[config.mk]
export PLATFORM = sky130hd
export DESIGN_NAME = wall_follow_pd_steering
export DESIGN_NICKNAME = d
export VERILOG_FILES = /design/src/wfps_pkg.sv /design/src/wfps_pd_core.sv /design/src/wfps_mix.sv /design/src/wall_follow_pd_steering.sv
export VERILOG_INCLUDE_DIRS = /design/src /design/src/src
export SDC_FILE = /design/constraint.sdc
export NUM_CORES = 2
export LEC_CHECK = 0
export ABC_AREA = 0
export BUFFER_PORTS_ARGS = -buffer_cell sky130_fd_sc_hd__buf_2
export CAP_MARGIN = 15
export CORE_ASPECT_RATIO = 0.75
export CORE_MARGIN = 5
export CORE_UTILIZATION = 52
export CTS_CLUSTER_SIZE = 10
export DETAILED_ROUTE_END_ITERATION = 16
export HOLD_SLACK_MARGIN = 0.05
export PLACE_DENSITY = 0.64
export SLEW_MARGIN = 25
export SYNTH_ARGS = -nofsm -noshare
export SYNTH_HDL_FRONTEND = slang
export SYNTH_SLANG_ARGS = --single-unit
[constraint.sdc]
create_clock -name clk_i -period 14.6 [get_ports clk_i]
set_input_delay 2.92 -clock clk_i [delete_from_list [all_inputs] [get_ports clk_i]]
set_output_delay 2.92 -clock clk_i [all_outputs]
set_load 0.03 [all_outputs]
[src/assert_macros.svh]
// ----------------------------------------------------------------------------
// Assertion macros
// Clocked property checks on clk_i with reset rst_ni; empty in synthesis.
// ----------------------------------------------------------------------------
`ifndef ASSERT_MACROS_SVH
`define ASSERT_MACROS_SVH
`ifndef SYNTHESIS
// Check a property at every rising edge outside of reset.
`define WFPS_ASSERT(lbl, prop, msg) \
  lbl: assert property (@(posedge clk_i) disable iff (!rst_ni) prop) else $error(msg);
// Check that a condition never holds outside of reset.
`define WFPS_NEVER(lbl, cond, msg) \
  lbl: assert property (@(posedge clk_i) disable iff (!rst_ni) !(cond)) else $error(msg);
`else
`define WFPS_ASSERT(lbl, prop, msg)
`define WFPS_NEVER(lbl, cond, msg)
`endif
`endif

[src/wfps_pkg.sv]
// ----------------------------------------------------------------------------
// wfps_pkg
// Shared widths, register codes, reset values and structs of the steering block.
// ----------------------------------------------------------------------------
package wfps_pkg;

  localparam int GAIN_W    = 16;
  localparam int MM_W      = 13;
  localparam int SPD_W     = 8;
  localparam int LIM_W     = 4;
  localparam int STAT_W    = 8;
  localparam int MISS_W    = 4;
  localparam int ACC_W     = 32;
  localparam int FRAC_W    = 8;
  localparam int DUTY_W    = 7;
  localparam int CFG_W     = 16;
  localparam int CFG_IDX_W = 3;

  typedef enum logic [CFG_IDX_W-1:0] {
    CFG_PROP_GAIN       = 3'd0,
    CFG_DERIV_GAIN      = 3'd1,
    CFG_INTEG_GAIN      = 3'd2,
    CFG_TARGET_RANGE    = 3'd3,
    CFG_MAX_VALID_RANGE = 3'd4,
    CFG_FORWARD_SPEED   = 3'd5,
    CFG_MISS_LIMIT      = 3'd6
  } cfg_idx_e;

  localparam logic [GAIN_W-1:0] PROP_GAIN_RST       = 16'd102;
  localparam logic [GAIN_W-1:0] DERIV_GAIN_RST      = 16'd154;
  localparam logic [GAIN_W-1:0] INTEG_GAIN_RST      = 16'd0;
  localparam logic [MM_W-1:0]   TARGET_RANGE_RST    = 13'd150;
  localparam logic [MM_W-1:0]   MAX_VALID_RANGE_RST = 13'd420;
  localparam logic [SPD_W-1:0]  FORWARD_SPEED_RST   = 8'd50;
  localparam logic [LIM_W-1:0]  MISS_LIMIT_RST      = 4'd10;
  localparam logic [MISS_W-1:0] MISS_SAT            = 4'd15;

  typedef struct packed {
    logic [GAIN_W-1:0] prop_gain;
    logic [GAIN_W-1:0] deriv_gain;
    logic [GAIN_W-1:0] integ_gain;
    logic [MM_W-1:0]   target_range;
    logic [MM_W-1:0]   max_valid_range;
    logic [SPD_W-1:0]  forward_speed;   // two's complement
    logic [LIM_W-1:0]  miss_limit;
  } cfg_t;

  // Control that travels with the products to the mixing stage
  typedef struct packed {
    logic zero;     // force both motors to zero
    logic halted;
  } mid_ctl_t;

  typedef struct packed {
    logic [DUTY_W-1:0] duty;
    logic              fwd;
    logic              rev;
  } motor_t;

  typedef struct packed {
    logic   halted;
    motor_t m2;
    motor_t m1;
  } res_t;

endpackage

[src/wfps_pd_core.sv]
// ----------------------------------------------------------------------------
// wfps_pd_core
// Sample check, miss counting, PID state update and gain products.
// ----------------------------------------------------------------------------
module wfps_pd_core #(
  parameter int RANGE_BITS = 13,
  localparam int CMP_W = (RANGE_BITS > wfps_pkg::MM_W) ? RANGE_BITS : wfps_pkg::MM_W,
  localparam int ERR_W = CMP_W + 1,
  localparam int DIF_W = ERR_W + 1,
  localparam int PP_W  = ERR_W + wfps_pkg::GAIN_W + 1,
  localparam int PD_W  = DIF_W + wfps_pkg::GAIN_W + 1,
  localparam int PI_W  = wfps_pkg::ACC_W + wfps_pkg::GAIN_W + 1
) (
  input  logic                               clk_i,
  input  logic                               rst_ni,
  input  logic                               en_i,
  input  logic [RANGE_BITS-1:0]              range_i,
  input  logic [wfps_pkg::STAT_W-1:0]        status_i,
  input  wfps_pkg::cfg_t                     cfg_i,
  output logic signed [PP_W-1:0]             prod_p_o,
  output logic signed [PD_W-1:0]             prod_d_o,
  output logic signed [PI_W-1:0]             prod_i_o,
  output wfps_pkg::mid_ctl_t                 ctl_o,
  output logic                               stopped_o
);

  localparam logic signed [wfps_pkg::ACC_W-1:0] ACC_MAX = {1'b0, {(wfps_pkg::ACC_W-1){1'b1}}};
  localparam logic signed [wfps_pkg::ACC_W-1:0] ACC_MIN = {1'b1, {(wfps_pkg::ACC_W-1){1'b0}}};

  logic signed [ERR_W-1:0]          prev_err_q, prev_err_d;
  logic signed [wfps_pkg::ACC_W-1:0] err_sum_q, err_sum_d;
  logic [wfps_pkg::MISS_W-1:0]      miss_run_q, miss_run_d;
  logic                             stopped_q, stopped_d;

  logic [CMP_W-1:0]                 range_x, tgt_x, max_x;
  logic                             miss;
  logic signed [ERR_W-1:0]          err;
  logic signed [DIF_W-1:0]          diff;
  logic signed [wfps_pkg::ACC_W:0]  sum_wide;
  logic signed [wfps_pkg::ACC_W-1:0] sum_sat;
  logic [wfps_pkg::MISS_W-1:0]      miss_inc;
  logic                             stop_now;
  wfps_pkg::mid_ctl_t               ctl_d;

  always_comb begin
    range_x  = CMP_W'(range_i);
    tgt_x    = CMP_W'(cfg_i.target_range);
    max_x    = CMP_W'(cfg_i.max_valid_range);
    miss     = (range_x > max_x) || (status_i != '0);
    err      = $signed({1'b0, tgt_x}) - $signed({1'b0, range_x});
    diff     = DIF_W'(err) - DIF_W'(prev_err_q);
    sum_wide = (wfps_pkg::ACC_W+1)'(err_sum_q) + (wfps_pkg::ACC_W+1)'(err);
    // saturate when the carry into the top bit disagrees with it
    if (sum_wide[wfps_pkg::ACC_W] != sum_wide[wfps_pkg::ACC_W-1]) begin
      sum_sat = sum_wide[wfps_pkg::ACC_W] ? ACC_MIN : ACC_MAX;
    end else begin
      sum_sat = sum_wide[wfps_pkg::ACC_W-1:0];
    end
    miss_inc = (miss_run_q == wfps_pkg::MISS_SAT) ? miss_run_q : miss_run_q + 1'b1;
    stop_now = (miss_inc >= cfg_i.miss_limit);

    prev_err_d = prev_err_q;
    err_sum_d  = err_sum_q;
    miss_run_d = miss_run_q;
    stopped_d  = stopped_q;
    if (stopped_q) begin
      ctl_d = '{zero: 1'b1, halted: 1'b1};
    end else if (miss) begin
      miss_run_d = miss_inc;
      stopped_d  = stop_now;
      ctl_d      = '{zero: 1'b1, halted: stop_now};
    end else begin
      miss_run_d = '0;
      prev_err_d = err;
      err_sum_d  = sum_sat;
      ctl_d      = '{zero: 1'b0, halted: 1'b0};
    end
  end

  always_ff @(posedge clk_i or negedge rst_ni) begin
    if (!rst_ni) begin
      prev_err_q <= '0;
      err_sum_q  <= '0;
      miss_run_q <= '0;
      stopped_q  <= 1'b0;
    end else if (en_i) begin
      prev_err_q <= prev_err_d;
      err_sum_q  <= err_sum_d;
      miss_run_q <= miss_run_d;
      stopped_q  <= stopped_d;
    end
  end

  // Products of this sample; the integral uses the sum before this update
  always_ff @(posedge clk_i) begin
    if (en_i) begin
      prod_p_o <= $signed({1'b0, cfg_i.prop_gain}) * err;
      prod_d_o <= $signed({1'b0, cfg_i.deriv_gain}) * diff;
      prod_i_o <= $signed({1'b0, cfg_i.integ_gain}) * err_sum_q;
      ctl_o    <= ctl_d;
    end
  end

  assign stopped_o = stopped_q;

endmodule

[src/wfps_mix.sv]
// ----------------------------------------------------------------------------
// wfps_mix
// Scale and sum the PID terms, clamp, mix into two motor commands.
// ----------------------------------------------------------------------------
module wfps_mix #(
  parameter int RANGE_BITS = 13,
  parameter int DUTY_MAX   = 100,
  localparam int CMP_W = (RANGE_BITS > wfps_pkg::MM_W) ? RANGE_BITS : wfps_pkg::MM_W,
  localparam int ERR_W = CMP_W + 1,
  localparam int DIF_W = ERR_W + 1,
  localparam int PP_W  = ERR_W + wfps_pkg::GAIN_W + 1,
  localparam int PD_W  = DIF_W + wfps_pkg::GAIN_W + 1,
  localparam int PI_W  = wfps_pkg::ACC_W + wfps_pkg::GAIN_W + 1
) (
  input  logic                              clk_i,
  input  logic                              en_i,
  input  logic signed [PP_W-1:0]            prod_p_i,
  input  logic signed [PD_W-1:0]            prod_d_i,
  input  logic signed [PI_W-1:0]            prod_i_i,
  input  wfps_pkg::mid_ctl_t                ctl_i,
  input  logic [wfps_pkg::SPD_W-1:0]        forward_speed_i,
  output wfps_pkg::res_t                    res_o
);

  localparam int FW    = wfps_pkg::FRAC_W;
  localparam int SUM_W = PI_W - FW + 2;
  localparam int PWM_W = $clog2(DUTY_MAX + 1) + 1;
  localparam int MIX_W = ((PWM_W > wfps_pkg::SPD_W) ? PWM_W : wfps_pkg::SPD_W) + 1;
  localparam logic signed [SUM_W-1:0] SUM_MAX = SUM_W'(DUTY_MAX);
  localparam logic signed [SUM_W-1:0] SUM_MIN = -SUM_MAX;
  localparam logic signed [MIX_W-1:0] MIX_MAX = MIX_W'(DUTY_MAX);
  localparam logic signed [MIX_W-1:0] MIX_MIN = -MIX_MAX;

  function automatic logic signed [MIX_W-1:0] clamp_mix(logic signed [MIX_W-1:0] v);
    logic signed [MIX_W-1:0] r;
    if (v > MIX_MAX) begin
      r = MIX_MAX;
    end else if (v < MIX_MIN) begin
      r = MIX_MIN;
    end else begin
      r = v;
    end
    return r;
  endfunction

  function automatic wfps_pkg::motor_t drive(logic signed [MIX_W-1:0] m);
    wfps_pkg::motor_t        r;
    logic signed [MIX_W-1:0] mag;
    mag    = m[MIX_W-1] ? -m : m;
    r.rev  = m[MIX_W-1];
    r.fwd  = !m[MIX_W-1] && (m != '0);
    r.duty = mag[wfps_pkg::DUTY_W-1:0];
    return r;
  endfunction

  logic signed [PP_W-1:0]  p_adj;
  logic signed [PD_W-1:0]  d_adj;
  logic signed [PI_W-1:0]  i_adj;
  logic signed [SUM_W-1:0] total, pwm_raw;
  logic signed [PWM_W-1:0] pwm;
  logic signed [MIX_W-1:0] fs, m1, m2;
  wfps_pkg::res_t          res_d;

  always_comb begin
    // bias negative products by 255 so the shift truncates toward zero
    p_adj   = prod_p_i + $signed(PP_W'({FW{prod_p_i[PP_W-1]}}));
    d_adj   = prod_d_i + $signed(PD_W'({FW{prod_d_i[PD_W-1]}}));
    i_adj   = prod_i_i + $signed(PI_W'({FW{prod_i_i[PI_W-1]}}));
    total   = SUM_W'($signed(p_adj[PP_W-1:FW])) + SUM_W'($signed(d_adj[PD_W-1:FW]))
            + SUM_W'($signed(i_adj[PI_W-1:FW]));
    pwm_raw = -total;
    if (pwm_raw > SUM_MAX) begin
      pwm = PWM_W'(SUM_MAX);
    end else if (pwm_raw < SUM_MIN) begin
      pwm = PWM_W'(SUM_MIN);
    end else begin
      pwm = pwm_raw[PWM_W-1:0];
    end
    fs = MIX_W'($signed(forward_speed_i));
    m1 = clamp_mix(fs - MIX_W'(pwm));
    m2 = clamp_mix(fs + MIX_W'(pwm));

    res_d.halted = ctl_i.halted;
    if (ctl_i.zero) begin
      res_d.m1 = '0;
      res_d.m2 = '0;
    end else begin
      res_d.m1 = drive(m1);
      res_d.m2 = drive(m2);
    end
  end

  always_ff @(posedge clk_i) begin
    if (en_i) begin
      res_o <= res_d;
    end
  end

endmodule

[src/wall_follow_pd_steering.sv]
// ----------------------------------------------------------------------------
// wall_follow_pd_steering
// Wall-following PID steering with differential-drive mixing of two motors.
// ----------------------------------------------------------------------------
// Result path: the input register loads at the accept edge, then the product
// register and then the result register load as the item moves on.
// Throughput: one item per cycle; a stalled result only backs up into the three
// register stages before input ready drops.
// Reset (rst_ni low, asynchronous): clear PID state, miss count, halt flag and
// stage valids; load every configuration register with its default.
`include "assert_macros.svh"

module wall_follow_pd_steering #(
  parameter int DUTY_MAX   = 100,
  parameter int RANGE_BITS = 13,
  localparam int IN_W  = ((RANGE_BITS + wfps_pkg::STAT_W + 7) / 8) * 8,
  localparam int OUT_W = (($bits(wfps_pkg::res_t) + 7) / 8) * 8
) (
  input  logic                              clk_i,
  input  logic                              rst_ni,
  // input samples
  input  logic                              s_axis_tvalid,
  output logic                              s_axis_tready,
  // range_mm [RANGE_BITS-1:0], range_status [RANGE_BITS+7:RANGE_BITS], zero pad
  input  logic [IN_W-1:0]                   s_axis_tdata,
  // motor commands
  output logic                              m_axis_tvalid,
  input  logic                              m_axis_tready,
  // motor1_reverse, motor1_forward, motor1_duty[6:0], motor2_reverse,
  // motor2_forward, motor2_duty[6:0], halted, zero pad
  output logic [OUT_W-1:0]                  m_axis_tdata,
  // register writes
  input  logic                              cfg_we_i,
  input  logic [wfps_pkg::CFG_IDX_W-1:0]    cfg_idx_i,
  input  logic [wfps_pkg::CFG_W-1:0]        cfg_wdata_i
);

  localparam int CMP_W = (RANGE_BITS > wfps_pkg::MM_W) ? RANGE_BITS : wfps_pkg::MM_W;
  localparam int ERR_W = CMP_W + 1;
  localparam int DIF_W = ERR_W + 1;
  localparam int PP_W  = ERR_W + wfps_pkg::GAIN_W + 1;
  localparam int PD_W  = DIF_W + wfps_pkg::GAIN_W + 1;
  localparam int PI_W  = wfps_pkg::ACC_W + wfps_pkg::GAIN_W + 1;

  // --------------------------------------------------------------------------
  // Configuration registers
  // --------------------------------------------------------------------------
  wfps_pkg::cfg_t cfg_q, cfg_d;

  always_comb begin
    cfg_d = cfg_q;
    if (cfg_we_i) begin
      case (wfps_pkg::cfg_idx_e'(cfg_idx_i))
        wfps_pkg::CFG_PROP_GAIN:       cfg_d.prop_gain       = cfg_wdata_i;
        wfps_pkg::CFG_DERIV_GAIN:      cfg_d.deriv_gain      = cfg_wdata_i;
        wfps_pkg::CFG_INTEG_GAIN:      cfg_d.integ_gain      = cfg_wdata_i;
        wfps_pkg::CFG_TARGET_RANGE:    cfg_d.target_range    = cfg_wdata_i[wfps_pkg::MM_W-1:0];
        wfps_pkg::CFG_MAX_VALID_RANGE: cfg_d.max_valid_range = cfg_wdata_i[wfps_pkg::MM_W-1:0];
        wfps_pkg::CFG_FORWARD_SPEED:   cfg_d.forward_speed   = cfg_wdata_i[wfps_pkg::SPD_W-1:0];
        wfps_pkg::CFG_MISS_LIMIT:      cfg_d.miss_limit      = cfg_wdata_i[wfps_pkg::LIM_W-1:0];
        default: ;  // unknown index: drop the write
      endcase
    end
  end

  always_ff @(posedge clk_i or negedge rst_ni) begin
    if (!rst_ni) begin
      cfg_q.prop_gain       <= wfps_pkg::PROP_GAIN_RST;
      cfg_q.deriv_gain      <= wfps_pkg::DERIV_GAIN_RST;
      cfg_q.integ_gain      <= wfps_pkg::INTEG_GAIN_RST;
      cfg_q.target_range    <= wfps_pkg::TARGET_RANGE_RST;
      cfg_q.max_valid_range <= wfps_pkg::MAX_VALID_RANGE_RST;
      cfg_q.forward_speed   <= wfps_pkg::FORWARD_SPEED_RST;
      cfg_q.miss_limit      <= wfps_pkg::MISS_LIMIT_RST;
    end else begin
      cfg_q <= cfg_d;
    end
  end

  // --------------------------------------------------------------------------
  // Pipeline flow control: input reg -> product reg -> result reg.
  // Each stage advances when the stage after it is empty or moving.
  // --------------------------------------------------------------------------
  logic in_vld_q, in_vld_d;
  logic mid_vld_q, mid_vld_d;
  logic out_vld_q, out_vld_d;
  logic out_rdy, mid_rdy, adv_mid, adv_out, in_take;

  assign out_rdy       = !out_vld_q || m_axis_tready;
  assign adv_out       = mid_vld_q && out_rdy;
  assign mid_rdy       = !mid_vld_q || out_rdy;
  assign adv_mid       = in_vld_q && mid_rdy;
  assign s_axis_tready = !in_vld_q || mid_rdy;
  assign in_take       = s_axis_tvalid && s_axis_tready;

  always_comb begin
    in_vld_d  = in_take ? 1'b1 : (adv_mid ? 1'b0 : in_vld_q);
    mid_vld_d = adv_mid ? 1'b1 : (adv_out ? 1'b0 : mid_vld_q);
    out_vld_d = adv_out ? 1'b1 : ((m_axis_tready) ? 1'b0 : out_vld_q);
  end

  always_ff @(posedge clk_i or negedge rst_ni) begin
    if (!rst_ni) begin
      in_vld_q  <= 1'b0;
      mid_vld_q <= 1'b0;
      out_vld_q <= 1'b0;
    end else begin
      in_vld_q  <= in_vld_d;
      mid_vld_q <= mid_vld_d;
      out_vld_q <= out_vld_d;
    end
  end

  // Input register: capture range and status on accept
  logic [RANGE_BITS-1:0]       range_q;
  logic [wfps_pkg::STAT_W-1:0] status_q;

  always_ff @(posedge clk_i) begin
    if (in_take) begin
      range_q  <= s_axis_tdata[RANGE_BITS-1:0];
      status_q <= s_axis_tdata[RANGE_BITS +: wfps_pkg::STAT_W];
    end
  end

  // --------------------------------------------------------------------------
  // Datapath
  // --------------------------------------------------------------------------
  logic signed [PP_W-1:0] prod_p;
  logic signed [PD_W-1:0] prod_d;
  logic signed [PI_W-1:0] prod_i;
  wfps_pkg::mid_ctl_t     mid_ctl;
  logic                   stopped;
  wfps_pkg::res_t         res;

  // State updates happen as an item leaves the input register, so items
  // see the PID state in arrival order.
  wfps_pd_core #(
    .RANGE_BITS(RANGE_BITS)
  ) u_core (
    .clk_i     (clk_i),
    .rst_ni    (rst_ni),
    .en_i      (adv_mid),
    .range_i   (range_q),
    .status_i  (status_q),
    .cfg_i     (cfg_q),
    .prod_p_o  (prod_p),
    .prod_d_o  (prod_d),
    .prod_i_o  (prod_i),
    .ctl_o     (mid_ctl),
    .stopped_o (stopped)
  );

  wfps_mix #(
    .RANGE_BITS(RANGE_BITS),
    .DUTY_MAX  (DUTY_MAX)
  ) u_mix (
    .clk_i           (clk_i),
    .en_i            (adv_out),
    .prod_p_i        (prod_p),
    .prod_d_i        (prod_d),
    .prod_i_i        (prod_i),
    .ctl_i           (mid_ctl),
    .forward_speed_i (cfg_q.forward_speed),
    .res_o           (res)
  );

  assign m_axis_tvalid = out_vld_q;
  assign m_axis_tdata  = OUT_W'(res);

  // --------------------------------------------------------------------------
  // Assertions
  // --------------------------------------------------------------------------
  `WFPS_ASSERT(a_halt_quiet, m_axis_tvalid && res.halted |-> res.m1 == '0 && res.m2 == '0, "halted result drives a motor")
  `WFPS_ASSERT(a_stop_sticky, stopped |=> stopped, "halt flag cleared without reset")
  `WFPS_NEVER(a_halt_flag, m_axis_tvalid && res.halted && !stopped, "halted result while not stopped")
  `WFPS_ASSERT(a_stall_only, !s_axis_tready |-> m_axis_tvalid && !m_axis_tready, "input blocked without output stall")

endmodule
==> run metrics <==
die area 113000 µm²; Iter 0 DRT Violations 2858; DR WL/cell 19.4 µm; Hold WS 418 ps; Post-Syn Instances 5990; global-route wire length before repair 235000 µm; clock skew 37.2 ps; total CTS buffers 39; fillcell total 9699; Hold Path Class reg2reg; CP Data Arrival Time 12950 ps; Post-CTS Resized 0; Clock Root Buffer clkbuf_16; Synth Area in XOR/XNOR 4.60%; largest family of logic cells by synthesized area adder cells; CP Buf/Inv Count 1; Most used DFF post-synth edfxtp_1; CTS max path bufs 3; Max Clock Freq 0.0796 GHz; #FFs+latches synth 294; mapped cell area 55300 µm²; GRT Total Usage 25.9%; Post-CTS Setup Inserts 0; Final Cycle Share 86.0%; IO Pins 74; most used cell, CP a21o_1; Crit Path Category reg2reg; synth top area cells fa_1 (32%), ha_1 (11%), edfxtp_1 (8.4%); r2r setup slk 2040 ps; Hold EP u_mix.res_o[18]; # setup viols final 0; clock sinks 294; slew of the pin with the lowest slew margin 1090 ps; number of synthesized flops with an enable pin 154; initial antenna violation count 5; RSZ-0062 raised after global routing no; Simple-Gate Fraction of Synth Area 16.4%; CP endpoint kind flop; TritonCTS clock tree built; hold_sp u_core.ctl_o[0]; Rel. slew slack 27.6%; Tmin final 12560 ps; most frequent cells in the layout inv_1 (1107), fa_1 (883), nand2_1 (749), ha_1 (501), and2_1 (368); max-cap viol count 0; htree depth 2; Cell variety after synth 113; Initial Util 52.5%; Final Max Tran Viols 0; share of the synthesized area in the top cell type 31.9%; post-synthesis sequential area ratio 14.7%; cts hold-fix bufs 0; Layout area overhead 5.60%; R2R cell count 45; status finished, final reports clean; WP data required 14990 ps; crit path max fanout 10; height of the die 293 µm; routed vias 41.3k; CP max-delay cell nor3_1; Routed WL 144000 µm; CP max stage delay 850 ps; commonest non-fill, non-tap cell in the layout inv_1; HPWL Detailed 113000 µm; reg-to-reg critical path startpoint u_core.prod_i_o[48]; worst r2r dst u_mix.res_o[17]; DRT Pass-1 Iters 5; Hold Vio Cnt, Final 0; share of cells above drive strength 1 6.87%; Yosys warnings 0; RePlAce Congestion 0.890; startpoint class of the critical path flop; # DRC 0; Skew-Pair Late Insertion Delay 600 ps; vias per cell 5.58; # port buffers 65; row count 103; Core Area 105000 µm²; post-synthesis mux area share 2.64%; Synth Area in Adders 43.7%; hold depth 0; die width 387 µm; Avg Inst Size Synth 9.24 µm²; total gr overflow 0; Async S/R FF share, synth 47.6%; setup_tns 0 ps; Final Net Count 7383; vias in the first global route 42.6k; largest area contributor in the netlist fa_1; Routed Antenna Nets 0; post-synthesis compound-gate area fraction 8.87%; CP top delay family simple AND/OR/NAND/NOR gates; largest net degree at the start of global routing 93; Reg clk slew, reported paths 60 ps
## kinds of logic after synthesis
family / Yosys count
and+or+nand+nor: 1819
adders and majority gates: 1407
buffers and inverters: 1320
AOI/OAI and AO/OA: 728
DFF: 294
xor gates and xnor gates: 290
muxes: 131
other: 1
## layer usage
layer	up-vias	GRT usage, %	wire length (µm)
li1	19018	-	-
met1	20637	39.0	67300
met2	1443	37.6	58900
met3	161	7.91	15200
met4	4	3.95	2280
met5	-	0.248	56
## final cells by class
class	count	area, µm²	area share (%)
diodes	1	2.50	0.00428
clock buffers	57	1070	1.84
clock inverters	12	130	0.223
inverters	1108	4160	7.12
multi-input cells	4380	42300	72.4
flip-flops and latches	294	8160	14.0
well taps	1417	1770	3.03
repair buffers	128	845	1.45
## synth_stat cells (9+ instances only)
library cell / count
maj3_1: 23
a211o_1: 12
and2_1: 368
nor3_1: 65
nand4_1: 43
nor2_1: 162
nor2b_1: 64
or2_2: 22
clkbuf_1: 187
o31ai_1: 19
a2111oi_0: 13
edfxtp_1: 154
a31oi_1: 27
nand2_1: 749
a31o_2: 9
ha_1: 501
nand3_1: 90
fa_1: 883
or3_1: 22
o211ai_1: 27
a21o_1: 84
mux2_2: 121
mux2i_1: 10
and3_1: 49
dfstp_2: 21
nand2b_1: 90
a211oi_1: 31
o21a_1: 32
inv_1: 1108
a21oi_1: 197
xor2_1: 106
a21boi_0: 13
o21bai_1: 29
a311oi_1: 10
buf_2: 14
dfrtp_1: 119
nor3b_1: 10
xnor2_1: 183
nor4_1: 25
o21ai_0: 120
## sequential cells by signal (all words and copies together) (netlist names)
signal,count
u_core.stopped_o,1
in_vld_q,1
cfg_q,86
range_q,13
m_axis_tvalid,1
u_core.prev_err_q,14
u_core.ctl_o,2
u_core.prod_i_o,49
u_core.prod_p_o,31
u_core.miss_run_q,4
mid_vld_q,1
status_q,8
u_core.prod_d_o,32
u_core.err_sum_q,32
u_mix.res_o,19
## how the worst max path moves through the flow
| stage | slack, ps | depth (start not counted) | endpoint | from |
|---|---|---|---|---|
| after floorplan | 2120 | 50 | u_mix.res_o[8] | u_core.prod_d_o[31] |
| after global placement | 2090 | 47 | u_mix.res_o[17] | u_core.prod_d_o[31] |
| after detailed placement | 1960 | 47 | u_mix.res_o[17] | u_core.prod_d_o[31] |
| after CTS | 1910 | 47 | u_mix.res_o[17] | u_core.prod_d_o[31] |
| after global routing | 1120 | 47 | u_mix.res_o[17] | u_core.prod_i_o[48] |
| final | 2040 | 45 | u_mix.res_o[17] | u_core.prod_i_o[48] |
## metrics by stage
stage	std cells	cell area, µm²	setup WS [ps]	util (%)
6_report	7397	58400	2040	55.4
3_5_place_dp	7325	57200	1960	54.2
5_1_grt	7396	58400	1120	55.4
2_1_floorplan	5994	55300	2120	-
3_3_place_gp	7325	57200	2090	54.2
4_1_cts	7394	58400	1910	55.4
## worst register-to-register path, delay by kind of cell (launching register included)
family | cells | cell delay [ps]
adder cells (fa/ha/maj) | 5 | 1750
AND/OR/NAND/NOR | 16 | 4970
buffers and inverters | 1 | 70
AO/OA/AOI/OAI | 21 | 4180
flip-flops | 1 | 620
XOR/XNOR | 2 | 800
Power is not shown: default switching activity piles up to over one toggle a cycle in this logic, so the estimate is an artifact.
